### src/sv/usbcep_pkg.sv
`timescale 1ns / 1ps

package usbcep_pkg;

  // sizing
  localparam int EP_COUNT     = 8;
  localparam int HID_COUNT    = 4;
  localparam int DESC_ENTRIES = 16;
  localparam int EP0_PACKET   = 64;

  localparam int EP_W   = (EP_COUNT > 1) ? $clog2(EP_COUNT) : 1;
  localparam int HID_W  = (HID_COUNT > 1) ? $clog2(HID_COUNT) : 1;
  localparam int DESC_W = (DESC_ENTRIES > 1) ? $clog2(DESC_ENTRIES) : 1;
  localparam int LEN_W  = 7;

  // beat widths
  localparam int IN_W   = 104;
  localparam int OUT_W  = 64;
  localparam int ACT_W  = 3;

  // handshake codes
  localparam logic [1:0] HS_ACK   = 2'd0;
  localparam logic [1:0] HS_NAK   = 2'd1;
  localparam logic [1:0] HS_STALL = 2'd2;

  // event codes
  localparam logic [2:0] ACT_SETUP   = 3'd0;
  localparam logic [2:0] ACT_IN      = 3'd1;
  localparam logic [2:0] ACT_OUT     = 3'd2;
  localparam logic [2:0] ACT_BUS_RST = 3'd3;
  localparam logic [2:0] ACT_SUSPEND = 3'd4;
  localparam logic [2:0] ACT_LOAD    = 3'd5;

  // request type kinds (bits 6:5)
  localparam logic [1:0] KIND_STD   = 2'd0;
  localparam logic [1:0] KIND_CLASS = 2'd1;

  // recipients
  localparam logic [4:0] RCP_DEVICE   = 5'd0;
  localparam logic [4:0] RCP_ENDPOINT = 5'd2;

  // standard requests
  localparam logic [7:0] REQ_GET_STATUS  = 8'h00;
  localparam logic [7:0] REQ_CLR_FEATURE = 8'h01;
  localparam logic [7:0] REQ_SET_FEATURE = 8'h03;
  localparam logic [7:0] REQ_SET_ADDRESS = 8'h05;
  localparam logic [7:0] REQ_GET_DESC    = 8'h06;
  localparam logic [7:0] REQ_GET_CONFIG  = 8'h08;
  localparam logic [7:0] REQ_SET_CONFIG  = 8'h09;
  localparam logic [7:0] REQ_GET_IFACE   = 8'h0A;
  localparam logic [7:0] REQ_SET_IFACE   = 8'h0B;

  // HID class requests
  localparam logic [7:0] HID_REPORT_GET   = 8'h01;
  localparam logic [7:0] HID_IDLE_GET     = 8'h02;
  localparam logic [7:0] HID_PROTOCOL_GET = 8'h03;
  localparam logic [7:0] HID_REPORT_SET   = 8'h09;
  localparam logic [7:0] HID_IDLE_SET     = 8'h0A;
  localparam logic [7:0] HID_PROTOCOL_SET = 8'h0B;

  // features
  localparam logic [7:0] FEAT_EP_HALT       = 8'h00;
  localparam logic [7:0] FEAT_REMOTE_WAKEUP = 8'h01;

endpackage

### src/sv/usbcep_ram.sv
`timescale 1ns / 1ps

module usbcep_ram #(
  parameter int WIDTH = 8,
  parameter int DEPTH = 16
) (
  input  logic                                        clk,
  input  logic                                        we,
  input  logic [((DEPTH > 1) ? $clog2(DEPTH) : 1)-1:0] waddr,
  input  logic [WIDTH-1:0]                            wdata,
  input  logic [((DEPTH > 1) ? $clog2(DEPTH) : 1)-1:0] raddr,
  output logic [WIDTH-1:0]                            rdata
);

  logic [WIDTH-1:0] mem [DEPTH];

  // one write port, registered read port
  always_ff @(posedge clk) begin
    if (we) begin
      mem[waddr] <= wdata;
    end
    rdata <= mem[raddr];
  end

endmodule

### src/sv/usb_control_endpoint_handler_core.sv
`timescale 1ns / 1ps

// Endpoint-0 control engine for a full-speed USB device. Each event beat
// (setup, IN done, OUT done, bus reset, suspend change, descriptor load)
// yields exactly one result beat with the endpoint-0 arming, the state of
// the touched endpoint, the applied address, any inline reply and the copy
// source of the next IN payload. A GET_DESCRIPTOR setup walks the descriptor
// table RAM one entry at a time, a read state then a compare state per entry,
// and stops at the first valid entry whose key matches or after the last entry.
// One event is worked on at a time; a new event is taken while the previous
// result still waits in the output register.
module usb_control_endpoint_handler_core (
  input  logic                        clk,
  input  logic                        rst,
  // configuration: remote_wakeup_supported
  input  logic                        cfg_we,
  input  logic                        cfg_wdata,
  // event beat
  input  logic                        s_tvalid,
  output logic                        s_tready,
  // endpoint, request_type, request_code, request_value, request_index,
  // request_length, received_length, toggle_matched, suspend_now,
  // table_slot, table_base
  input  logic [usbcep_pkg::IN_W-1:0] s_tdata,
  // action
  input  logic [usbcep_pkg::ACT_W-1:0] s_tuser,
  // result beat
  output logic                        m_tvalid,
  input  logic                        m_tready,
  // ep0_send_length, ep0_send_handshake, ep0_send_toggle,
  // ep0_receive_handshake, ep0_receive_toggle, target_handshake,
  // target_toggle, device_address, reply_bytes, copy_source, copy_valid,
  // enumerated
  output logic [usbcep_pkg::OUT_W-1:0] m_tdata
);

  typedef enum logic [3:0] {
    ST_IDLE = 4'b0001,
    ST_EXEC = 4'b0010,
    ST_RD   = 4'b0100,
    ST_CMP  = 4'b1000
  } state_t;

  localparam int EPC = usbcep_pkg::EP_COUNT;
  localparam int HC  = usbcep_pkg::HID_COUNT;
  localparam int DE  = usbcep_pkg::DESC_ENTRIES;

  state_t state;
  logic   done;   // exec finished (descriptor search resolved)

  // latched event
  logic [usbcep_pkg::IN_W-1:0]  in_q;
  logic [usbcep_pkg::ACT_W-1:0] act_q;

  // device state
  logic        rw_supported;
  logic [2:0]  tx_hs [EPC];    // {toggle, handshake}
  logic [2:0]  rx0;
  logic [7:0]  saved_type;
  logic [7:0]  saved_code;
  logic [15:0] remaining;
  logic [15:0] cur_addr;
  logic        cur_valid;
  logic [6:0]  pend_addr;
  logic [6:0]  bus_addr;
  logic [7:0]  cfg_value;
  logic [1:0]  sleep;
  logic [7:0]  hid_idle [HC];
  logic [7:0]  hid_proto [HC];
  logic [DE-1:0] desc_written;
  logic [usbcep_pkg::LEN_W-1:0] armed;
  logic        enum_flag;

  // descriptor search
  logic [usbcep_pkg::DESC_W-1:0] cnt;
  logic        hit;
  logic [31:0] hit_info;
  logic [63:0] ram_rdata;

  // event fields
  logic [3:0]  f_ep;
  logic [7:0]  f_type;
  logic [7:0]  f_code;
  logic [15:0] f_value;
  logic [15:0] f_index;
  logic [15:0] f_len;
  logic [6:0]  f_rlen;
  logic        f_tm;
  logic        f_sn;
  logic [3:0]  f_slot;
  logic [15:0] f_base;

  assign f_ep    = in_q[3:0];
  assign f_type  = in_q[11:4];
  assign f_code  = in_q[19:12];
  assign f_value = in_q[35:20];
  assign f_index = in_q[51:36];
  assign f_len   = in_q[67:52];
  assign f_rlen  = in_q[74:68];
  assign f_tm    = in_q[75];
  assign f_sn    = in_q[76];
  assign f_slot  = in_q[80:77];
  assign f_base  = in_q[96:81];

  logic is_desc;
  assign is_desc = (act_q == usbcep_pkg::ACT_SETUP) && (f_type[6:5] == usbcep_pkg::KIND_STD)
                   && (f_code == usbcep_pkg::REQ_GET_DESC);

  logic commit;
  assign commit   = (state == ST_EXEC) && done && (!m_tvalid || m_tready);
  assign s_tready = (state == ST_IDLE);

  // descriptor table: {info, key}
  logic ram_we;
  assign ram_we = commit && (act_q == usbcep_pkg::ACT_LOAD) && ({1'b0, f_slot} < 5'(DE));

  usbcep_ram #(
    .WIDTH (64),
    .DEPTH (DE)
  ) u_desc_ram (
    .clk   (clk),
    .we    (ram_we),
    .waddr (f_slot[usbcep_pkg::DESC_W-1:0]),
    .wdata ({f_len, f_base, f_index, f_value}),
    .raddr (cnt),
    .rdata (ram_rdata)
  );

  // next-state values
  logic [2:0]  tx_n [EPC];
  logic [2:0]  rx0_n;
  logic [15:0] rem_n;
  logic [15:0] cur_addr_n;
  logic        cur_valid_n;
  logic [6:0]  pend_n;
  logic [6:0]  bus_addr_n;
  logic [7:0]  cfg_n;
  logic [1:0]  sleep_n;
  logic [7:0]  idle_n [HC];
  logic [7:0]  proto_n [HC];
  logic [usbcep_pkg::LEN_W-1:0] armed_n;
  logic        enum_n;
  logic [3:0]  target;
  logic [15:0] reply;
  logic [15:0] src;
  logic        cvalid;
  logic [usbcep_pkg::OUT_W-1:0] m_data_n;

  // event processing
  always_comb begin
    logic [1:0]  cap;
    logic        stall;
    logic        desc_done;
    logic        epok;
    logic        hidok;
    logic [3:0]  iep;
    logic [4:0]  recip;
    logic [7:0]  feat;
    logic [15:0] total;
    logic [15:0] len16;
    logic [15:0] n16;
    logic [15:0] got;
    logic [15:0] rem_tmp;
    logic [2:0]  tgt_hs;

    cap       = 2'd0;
    stall     = 1'b0;
    desc_done = 1'b0;
    iep       = f_index[3:0];
    epok      = f_index[7] && ({1'b0, iep} < 5'(EPC));
    hidok     = {1'b0, f_index} < 17'(HC);
    recip     = f_type[4:0];
    feat      = f_value[7:0];
    total     = '0;
    len16     = '0;
    n16       = '0;
    got       = '0;
    rem_tmp   = '0;

    for (int i = 0; i < EPC; i++) tx_n[i] = tx_hs[i];
    for (int i = 0; i < HC; i++) begin
      idle_n[i]  = hid_idle[i];
      proto_n[i] = hid_proto[i];
    end
    rx0_n       = rx0;
    rem_n       = remaining;
    cur_addr_n  = cur_addr;
    cur_valid_n = cur_valid;
    pend_n      = pend_addr;
    bus_addr_n  = bus_addr;
    cfg_n       = cfg_value;
    sleep_n     = sleep;
    armed_n     = armed;
    enum_n      = enum_flag;
    target      = 4'd0;
    reply       = 16'd0;
    src         = 16'd0;
    cvalid      = 1'b0;

    case (act_q)
      usbcep_pkg::ACT_SETUP: begin
        tx_n[0]     = {1'b1, usbcep_pkg::HS_NAK};
        rx0_n       = {1'b1, usbcep_pkg::HS_NAK};
        rem_n       = f_len;
        cur_valid_n = 1'b0;
        if (f_type[6:5] == usbcep_pkg::KIND_CLASS) begin
          case (f_code)
            usbcep_pkg::HID_REPORT_GET, usbcep_pkg::HID_REPORT_SET: ;
            usbcep_pkg::HID_IDLE_SET: begin
              if (hidok) idle_n[f_index[usbcep_pkg::HID_W-1:0]] = f_value[15:8];
            end
            usbcep_pkg::HID_PROTOCOL_SET: begin
              if (hidok) proto_n[f_index[usbcep_pkg::HID_W-1:0]] = feat;
            end
            usbcep_pkg::HID_IDLE_GET: begin
              if (hidok) begin
                reply = {8'd0, hid_idle[f_index[usbcep_pkg::HID_W-1:0]]};
                cap   = 2'd1;
              end
            end
            usbcep_pkg::HID_PROTOCOL_GET: begin
              if (hidok) begin
                reply = {8'd0, hid_proto[f_index[usbcep_pkg::HID_W-1:0]]};
                cap   = 2'd1;
              end
            end
            default: stall = 1'b1;
          endcase
        end else if (f_type[6:5] == usbcep_pkg::KIND_STD) begin
          case (f_code)
            usbcep_pkg::REQ_GET_STATUS: begin
              cap = 2'd2;
              if (recip == usbcep_pkg::RCP_DEVICE) begin
                reply = rw_supported ? {14'd0, sleep[0], 1'b0} : 16'd0;
              end else if (recip == usbcep_pkg::RCP_ENDPOINT && epok) begin
                // endpoint 0 already shows the nak armed by this setup
                target = iep;
                reply  = {15'd0,
                          tx_n[iep[usbcep_pkg::EP_W-1:0]][1:0] == usbcep_pkg::HS_STALL};
              end else begin
                stall = 1'b1;
              end
            end
            usbcep_pkg::REQ_CLR_FEATURE: begin
              if (recip == usbcep_pkg::RCP_DEVICE && rw_supported) begin
                if (feat == usbcep_pkg::FEAT_REMOTE_WAKEUP) sleep_n[0] = 1'b0;
                else stall = 1'b1;
              end else if (recip == usbcep_pkg::RCP_ENDPOINT
                           && feat == usbcep_pkg::FEAT_EP_HALT && epok) begin
                target = iep;
                tx_n[iep[usbcep_pkg::EP_W-1:0]] = {1'b0, usbcep_pkg::HS_NAK};
              end else begin
                stall = 1'b1;
              end
            end
            usbcep_pkg::REQ_SET_FEATURE: begin
              if (recip == usbcep_pkg::RCP_DEVICE) begin
                if (rw_supported && feat == usbcep_pkg::FEAT_REMOTE_WAKEUP) sleep_n[0] = 1'b1;
                else stall = 1'b1;
              end else if (recip == usbcep_pkg::RCP_ENDPOINT
                           && feat == usbcep_pkg::FEAT_EP_HALT) begin
                if (epok) begin
                  target = iep;
                  tx_n[iep[usbcep_pkg::EP_W-1:0]] =
                    {tx_n[iep[usbcep_pkg::EP_W-1:0]][2], usbcep_pkg::HS_STALL};
                end
              end else begin
                stall = 1'b1;
              end
            end
            usbcep_pkg::REQ_SET_ADDRESS: pend_n = feat[6:0];
            usbcep_pkg::REQ_GET_DESC: begin
              if (!hit) begin
                stall = 1'b1;
              end else begin
                desc_done   = 1'b1;
                total       = (f_len < hit_info[31:16]) ? f_len : hit_info[31:16];
                len16       = (total >= 16'(usbcep_pkg::EP0_PACKET))
                              ? 16'(usbcep_pkg::EP0_PACKET) : total;
                src         = hit_info[15:0];
                cvalid      = 1'b1;
                rem_n       = total - len16;
                cur_addr_n  = hit_info[15:0] + len16;
                cur_valid_n = 1'b1;
                armed_n     = len16[usbcep_pkg::LEN_W-1:0];
                tx_n[0]     = {1'b1, usbcep_pkg::HS_ACK};
              end
            end
            usbcep_pkg::REQ_GET_CONFIG: begin
              reply = {8'd0, cfg_value};
              cap   = 2'd1;
            end
            usbcep_pkg::REQ_SET_CONFIG: begin
              cfg_n  = feat;
              enum_n = 1'b1;
            end
            usbcep_pkg::REQ_GET_IFACE: cap = 2'd1;
            usbcep_pkg::REQ_SET_IFACE: ;
            default: stall = 1'b1;
          endcase
        end

        // status / data stage arming
        if (!desc_done) begin
          if (stall) begin
            tx_n[0] = {1'b1, usbcep_pkg::HS_STALL};
            rx0_n   = {1'b1, usbcep_pkg::HS_STALL};
            reply   = 16'd0;
            target  = 4'd0;
          end else if (f_type[7]) begin
            n16     = (f_len < {14'd0, cap}) ? f_len : {14'd0, cap};
            armed_n = n16[usbcep_pkg::LEN_W-1:0];
            rem_n   = 16'd0;
            tx_n[0] = {1'b1, usbcep_pkg::HS_ACK};
          end else if (f_len == 16'd0) begin
            armed_n = '0;
            tx_n[0] = {1'b1, usbcep_pkg::HS_ACK};
          end else begin
            rx0_n = {1'b1, usbcep_pkg::HS_ACK};
          end
        end
      end

      usbcep_pkg::ACT_IN: begin
        if (f_ep != 4'd0) begin
          if ({1'b0, f_ep} < 5'(EPC)) begin
            target = f_ep;
            tx_n[f_ep[usbcep_pkg::EP_W-1:0]] =
              {~tx_hs[f_ep[usbcep_pkg::EP_W-1:0]][2], usbcep_pkg::HS_NAK};
          end
        end else begin
          if (remaining == 16'd0) rx0_n = {1'b1, usbcep_pkg::HS_ACK};
          if (cur_valid) begin
            len16   = (remaining >= 16'(usbcep_pkg::EP0_PACKET))
                      ? 16'(usbcep_pkg::EP0_PACKET) : remaining;
            src     = cur_addr;
            cvalid  = 1'b1;
            rem_tmp = remaining - len16;
            rem_n   = rem_tmp;
            if (rem_tmp != 16'd0) begin
              cur_addr_n = cur_addr + len16;
            end else begin
              cur_valid_n = 1'b0;
              cur_addr_n  = 16'd0;
            end
            armed_n = len16[usbcep_pkg::LEN_W-1:0];
            tx_n[0] = {~tx_hs[0][2], tx_hs[0][1:0]};
          end else if (saved_type[6:5] == usbcep_pkg::KIND_STD
                       && saved_code == usbcep_pkg::REQ_SET_ADDRESS) begin
            bus_addr_n = pend_addr;
          end
        end
      end

      usbcep_pkg::ACT_OUT: begin
        if (f_ep == 4'd0 && f_tm) begin
          got     = ({9'd0, f_rlen} > remaining) ? remaining : {9'd0, f_rlen};
          rem_tmp = remaining - got;
          rem_n   = rem_tmp;
          if (rem_tmp == 16'd0) begin
            armed_n = '0;
            tx_n[0] = {1'b1, usbcep_pkg::HS_ACK};
          end else begin
            rx0_n = {~rx0[2], rx0[1:0]};
          end
        end
      end

      usbcep_pkg::ACT_BUS_RST: begin
        cfg_n      = 8'd0;
        pend_n     = 7'd0;
        bus_addr_n = 7'd0;
        sleep_n    = 2'd0;
        enum_n     = 1'b0;
        for (int i = 0; i < EPC; i++) tx_n[i] = {1'b0, usbcep_pkg::HS_NAK};
        rx0_n = {1'b0, usbcep_pkg::HS_ACK};
      end

      usbcep_pkg::ACT_SUSPEND: sleep_n[1] = f_sn;

      default: ;
    endcase

    tgt_hs = tx_n[target[usbcep_pkg::EP_W-1:0]];
    if (!({1'b0, target} < 5'(EPC))) tgt_hs = tx_n[0];

    m_data_n = {7'd0, enum_n, cvalid, src, reply, bus_addr_n, tgt_hs[2], tgt_hs[1:0],
                rx0_n[2], rx0_n[1:0], tx_n[0][2], tx_n[0][1:0], armed_n};
  end

  // sequencer
  always_ff @(posedge clk) begin
    if (rst) begin
      state <= ST_IDLE;
      done  <= 1'b0;
      cnt   <= '0;
      hit   <= 1'b0;
    end else begin
      unique case (state)
        ST_IDLE: begin
          if (s_tvalid) begin
            state <= ST_EXEC;
            done  <= 1'b0;
            hit   <= 1'b0;
            cnt   <= '0;
          end
        end
        ST_EXEC: begin
          if (!done) begin
            if (is_desc) state <= ST_RD;
            else done <= 1'b1;
          end else if (commit) begin
            state <= ST_IDLE;
          end
        end
        ST_RD: state <= ST_CMP;
        ST_CMP: begin
          if (desc_written[cnt] && ram_rdata[31:0] == {f_index, f_value}) begin
            hit   <= 1'b1;
            done  <= 1'b1;
            state <= ST_EXEC;
          end else if (cnt == usbcep_pkg::DESC_W'(DE - 1)) begin
            done  <= 1'b1;
            state <= ST_EXEC;
          end else begin
            cnt   <= cnt + 1'b1;
            state <= ST_RD;
          end
        end
        default: state <= ST_IDLE;
      endcase
    end
  end

  // matched entry info
  always_ff @(posedge clk) begin
    if (state == ST_CMP) hit_info <= ram_rdata[63:32];
  end

  // event capture
  always_ff @(posedge clk) begin
    if (s_tvalid && s_tready) begin
      in_q  <= s_tdata;
      act_q <= s_tuser;
    end
  end

  // configuration register
  always_ff @(posedge clk) begin
    if (rst) rw_supported <= 1'b0;
    else if (cfg_we) rw_supported <= cfg_wdata;
  end

  // output register
  always_ff @(posedge clk) begin
    if (rst) begin
      m_tvalid <= 1'b0;
    end else if (commit) begin
      m_tvalid <= 1'b1;
    end else if (m_tready) begin
      m_tvalid <= 1'b0;
    end
  end

  always_ff @(posedge clk) begin
    if (commit) m_tdata <= m_data_n;
  end

  // state update
  always_ff @(posedge clk) begin
    if (rst) begin
      for (int i = 0; i < EPC; i++) tx_hs[i] <= {1'b0, usbcep_pkg::HS_NAK};
      for (int i = 0; i < HC; i++) begin
        hid_idle[i]  <= 8'd0;
        hid_proto[i] <= 8'd0;
      end
      rx0          <= {1'b0, usbcep_pkg::HS_ACK};
      saved_type   <= 8'd0;
      saved_code   <= 8'd0;
      remaining    <= 16'd0;
      cur_addr     <= 16'd0;
      cur_valid    <= 1'b0;
      pend_addr    <= 7'd0;
      bus_addr     <= 7'd0;
      cfg_value    <= 8'd0;
      sleep        <= 2'd0;
      desc_written <= '0;
      armed        <= '0;
      enum_flag    <= 1'b0;
    end else if (commit) begin
      for (int i = 0; i < EPC; i++) tx_hs[i] <= tx_n[i];
      for (int i = 0; i < HC; i++) begin
        hid_idle[i]  <= idle_n[i];
        hid_proto[i] <= proto_n[i];
      end
      rx0       <= rx0_n;
      remaining <= rem_n;
      cur_addr  <= cur_addr_n;
      cur_valid <= cur_valid_n;
      pend_addr <= pend_n;
      bus_addr  <= bus_addr_n;
      cfg_value <= cfg_n;
      sleep     <= sleep_n;
      armed     <= armed_n;
      enum_flag <= enum_n;
      if (act_q == usbcep_pkg::ACT_SETUP) begin
        saved_type <= f_type;
        saved_code <= f_code;
      end
      if (ram_we) desc_written[f_slot[usbcep_pkg::DESC_W-1:0]] <= 1'b1;
    end
  end

endmodule

### config.mk
export PLATFORM = sky130hd
export DESIGN_NAME = usb_control_endpoint_handler_core
export DESIGN_NICKNAME = d
export VERILOG_FILES = /design/src/sv/usbcep_pkg.sv /design/src/sv/usbcep_ram.sv /design/src/sv/usb_control_endpoint_handler_core.sv
export SDC_FILE = /design/constraint.sdc
export NUM_CORES = 2
export LEC_CHECK = 0
export BUFFER_PORTS_ARGS = -buffer_cell sky130_fd_sc_hd__buf_4
export CAP_MARGIN = 10
export CELL_PAD_IN_SITES_DETAIL_PLACEMENT = 0
export CELL_PAD_IN_SITES_GLOBAL_PLACEMENT = 1
export CORE_UTILIZATION = 45
export DETAILED_ROUTE_END_ITERATION = 8
export PLACE_DENSITY_LB_ADDON = 0.1
export SLEW_MARGIN = 20
export SYNTH_ARGS = -nofsm -noshare
export SYNTH_HDL_FRONTEND = slang
export SYNTH_SLANG_ARGS = --single-unit
### constraint.sdc
create_clock -name clk -period 6.86 [get_ports clk]
set_clock_uncertainty 0.15 [all_clocks]
set_input_delay 0.686 -clock clk [delete_from_list [all_inputs] [get_ports clk]]
set_output_delay 0.686 -clock clk [all_outputs]
set_load 0.05 [all_outputs]
==> results.sh <==
export IMPL_status="finished clean"
export IMPL_dpl_hpwl_mm=93.62
export IMPL_dr_pass1_iters=5
export IMPL_io_pins=179
export IMPL_fin_nets=4138
export IMPL_ys_ff_latch=1466
export IMPL_r2r_slack_ns=0.77
export IMPL_rsz0062_at_grt="false"
export IMPL_finalSetupTns_ns=0
export IMPL_clock_sinks=1466
export IMPL_setup_viol=0
export IMPL_holdWs_ns=0.1567
export IMPL_track_usage=0.2358
export IMPL_ys_async_sr_fraction=0
export IMPL_p_int_uw=15520
export IMPL_synthTopCellsByArea="edfxtp_1 64%, mux4_2 13%, dfxtp_1 5.8%, nand2_1 1.8%, a21oi_1 1.7%"
export IMPL_leakagePower_uw=0.02270
export IMPL_fmax_mhz=164.2
export IMPL_clock_path_buffers=3
export IMPL_antennaDiodeCount=0
export IMPL_hold_path_class="in -> reg"
export IMPL_vias_per_cell=5.864
export IMPL_syn_area_um2=60540
export IMPL_rows=134
export IMPL_cts_htree_levels=4
export IMPL_antenna_found_initial=8
export IMPL_final_antenna_net_count=0
export IMPL_crit_fanout=14
export IMPL_port_buffers=155
export IMPL_finalCriticalPeriod_ns=6.089
export IMPL_synth_area_per_cell_um2=16.59
export IMPL_worstSkewPairLatency_ns=0.79
export IMPL_grt_max_degree=106
export IMPL_powerDensity_nw_per_um2=284.0
export IMPL_cpPeakStageDelay_ns=0.61
export IMPL_p_seq_frac=0.506
export IMPL_num_vias=34360
export IMPL_synth_top_cell_area_share=0.6408
export IMPL_core_area_um2=133500
export IMPL_synth_seq_area_share=0.6983
export IMPL_die_x_um=368.8
export IMPL_die_h_um=368.8
export IMPL_cp_arrival_ns=6.40
export IMPL_first_iter_violations=3127
export IMPL_syn_to_final_growth_pct=16.34
export IMPL_clkTransAtPathRegs_ns=0.06
export IMPL_netlist_instances=3649
export IMPL_relSlewSlack=0.2012
export IMPL_irDropWorstVdd_mv=0.2141
export IMPL_drive_above_1_share=0.2173
export IMPL_combPwrFrac=0.061
export IMPL_path_cells="or4_4, or2_1, nor2_1, o211ai_1, nand2_1, o21ai_0, ha_1, fa_1, nor2b_1, o21ai_0, a21boi_0, o22a_1, or3_1, nand4_1, or4_1, a211oi_1, or3_1, o211ai_1"
export IMPL_slew_viol_final=0
export IMPL_tightest_slew_ns=1.197
export IMPL_cts_buffers=155
export IMPL_ys_types=94
export IMPL_crit_start="remaining[11]"
export IMPL_synth_edf_count=1292
export IMPL_report_final_hold_viol_count=0
export IMPL_worstReg2RegStart="remaining[11]"
export IMPL_start_kind="flop"
export IMPL_synth_top_area_cell="edfxtp_1"
export IMPL_cts_root_buf="clkbuf_16"
export IMPL_yosysWarnings=0
export IMPL_synth_top_flop_cell="edfxtp_1"
export IMPL_grt_pass1_vias=34770
export IMPL_min_from="m_tready"
export IMPL_globalplace_congestion=0.8806
export IMPL_wl_mm=159.9
export IMPL_grt_pass1_wl_mm=234.2
export IMPL_power_switching_uw=4480
export IMPL_crit_slowest_cell="or4_4"
export IMPL_post_route_util=0.5278
export IMPL_fin_crit_sh=0.8876
export IMPL_setup_worst_path_end_class="flop"
export IMPL_critical_path_class="reg -> reg"
export IMPL_initial_core_util=0.4537
export IMPL_place_area_um2=64010
export IMPL_power_frac_clock=0.433
export IMPL_postCtsSetupRepairBufs=0
export IMPL_maxCapViolCount=0
export IMPL_drc=0
export IMPL_swShare=0.2240
export IMPL_wl_per_cell_um=27.29
export IMPL_overflow=0
export IMPL_post_cts_resized=0
export IMPL_cts_tree="done"
export IMPL_crit_required_ns=7.17
export IMPL_postLayoutCellArea_um2=70440
export IMPL_dieArea_um2=136000
-- cell families after synthesis --
family / count (synthesis) / synth area share
buffers and inverters: 269 / 0.01825
AND/OR/NAND/NOR: 837 / 0.06586
adder cells (fa/ha/maj): 67 / 0.01422
other: 2 / 0.0001240
XOR/XNOR: 72 / 0.01042
flip-flops: 1466 / 0.6983
AO/OA/AOI/OAI: 566 / 0.06039
multiplexers: 370 / 0.1324
-- timing repair --
action,in CTS,in global routing
endpoints found under the hold margin,105,0
endpoints found under the setup margin,0,0
hold buffers,101,0
-- cell usage after synthesis, drive strengths merged (6+ instances only) --
cell,instances
nor2,197
a21o,19
o32ai,6
inv,56
a21oi,204
xor2,47
nand3,47
a22o,30
and3,10
nor4,33
dfxtp,174
a21boi,6
a221oi,24
a22oi,16
o21ai,113
or3,28
ha,64
edfxtp,1292
a211o,8
o21a,11
nand2,292
or4,12
nand2b,39
nand4,25
or2,12
buf,63
mux4,343
mux2i,23
a211oi,28
nor2b,26
and2,8
clkbuf,149
o211ai,14
o221ai,7
nor3,84
a31oi,13
xnor2,25
o22ai,10
-- stage by stage --
step	std cells	setup WS (ns)	power, µW
floorplan	3681	0.2107	11020
global placement	5465	0.8476	11450
detailed placement	5465	0.7904	11480
CTS	5857	0.7423	20200
global route	5860	0.2562	20660
finish	5860	0.7713	20000
-- power groups by stage --
stage,registers (µW),clock network (µW),logic (µW)
after floorplan,10200,0,810
after global placement,10300,0,1150
after detailed placement,10300,0,1160
after CTS,10100,8860,1210
after global routing,10100,9200,1310
final,10100,8670,1220
-- critical path: cells and delay by family (launching register included) --
kind / cells / cell delay [ns]
simple gates: 9 / 2.54
compound gates: 7 / 1.97
fa+ha+maj: 2 / 0.69
flops: 1 / 0.41
-- layer usage --
metal  GRT usage  routed length, µm  vias to the layer above  part of all wire
met3     0.03133               8282                      239             0.052
met2      0.3745              76240                     1084              0.48
met5           0                  0                        -                 0
met4     0.07038               3744                        0             0.023
met1      0.3399              71660                    17920              0.45
li1            -                  -                    15130                 -
-- layout by cell type, fill, tap and decap left out, drive strengths merged, types with 39 or more instances in the layout --
cell,n
dlygate4sd3,101
inv,62
a21oi,204
nor3,84
buf,231
clkbuf,207
mux4,343
edfxtp,1292
nand3,47
clkinv,56
dfxtp,174
o21ai,113
nor2,197
nand2b,39
ha,64
nand2,292
xor2,47
-- state kept, by name, indices dropped and copies added (netlist names), 4 cells and up, named ones only --
register and flops:
cnt 4, pend_addr 7, armed 7, bus_addr 7
tx_hs 24, u_desc_ram.mem 1024, hid_proto 32, remaining 16
cur_addr 16, in_q 96, hit_info 32, m_tdata 49
cfg_value 8, desc_written 16, hid_idle 32, u_desc_ram.rdata 64
state 4, saved_code 8
-- final timing paths --
check                 end  depth (start not counted)
min reg2reg  hit_info[25]                          0
min              m_tvalid                          3
max           m_tdata[13]                         18
max reg2reg   m_tdata[13]                         18
-- final cells by class --
class	count	area (µm²)
sequential	1466	42300
timing repair buffer	332	2943
multi-input combinational	1946	17420
clock buffer	207	4277
inverter	57	220.2
tap	1768	2212
fill	10730	63020
clock inverter	84	1071
Note: power is estimated with default switching activity, not from simulation.
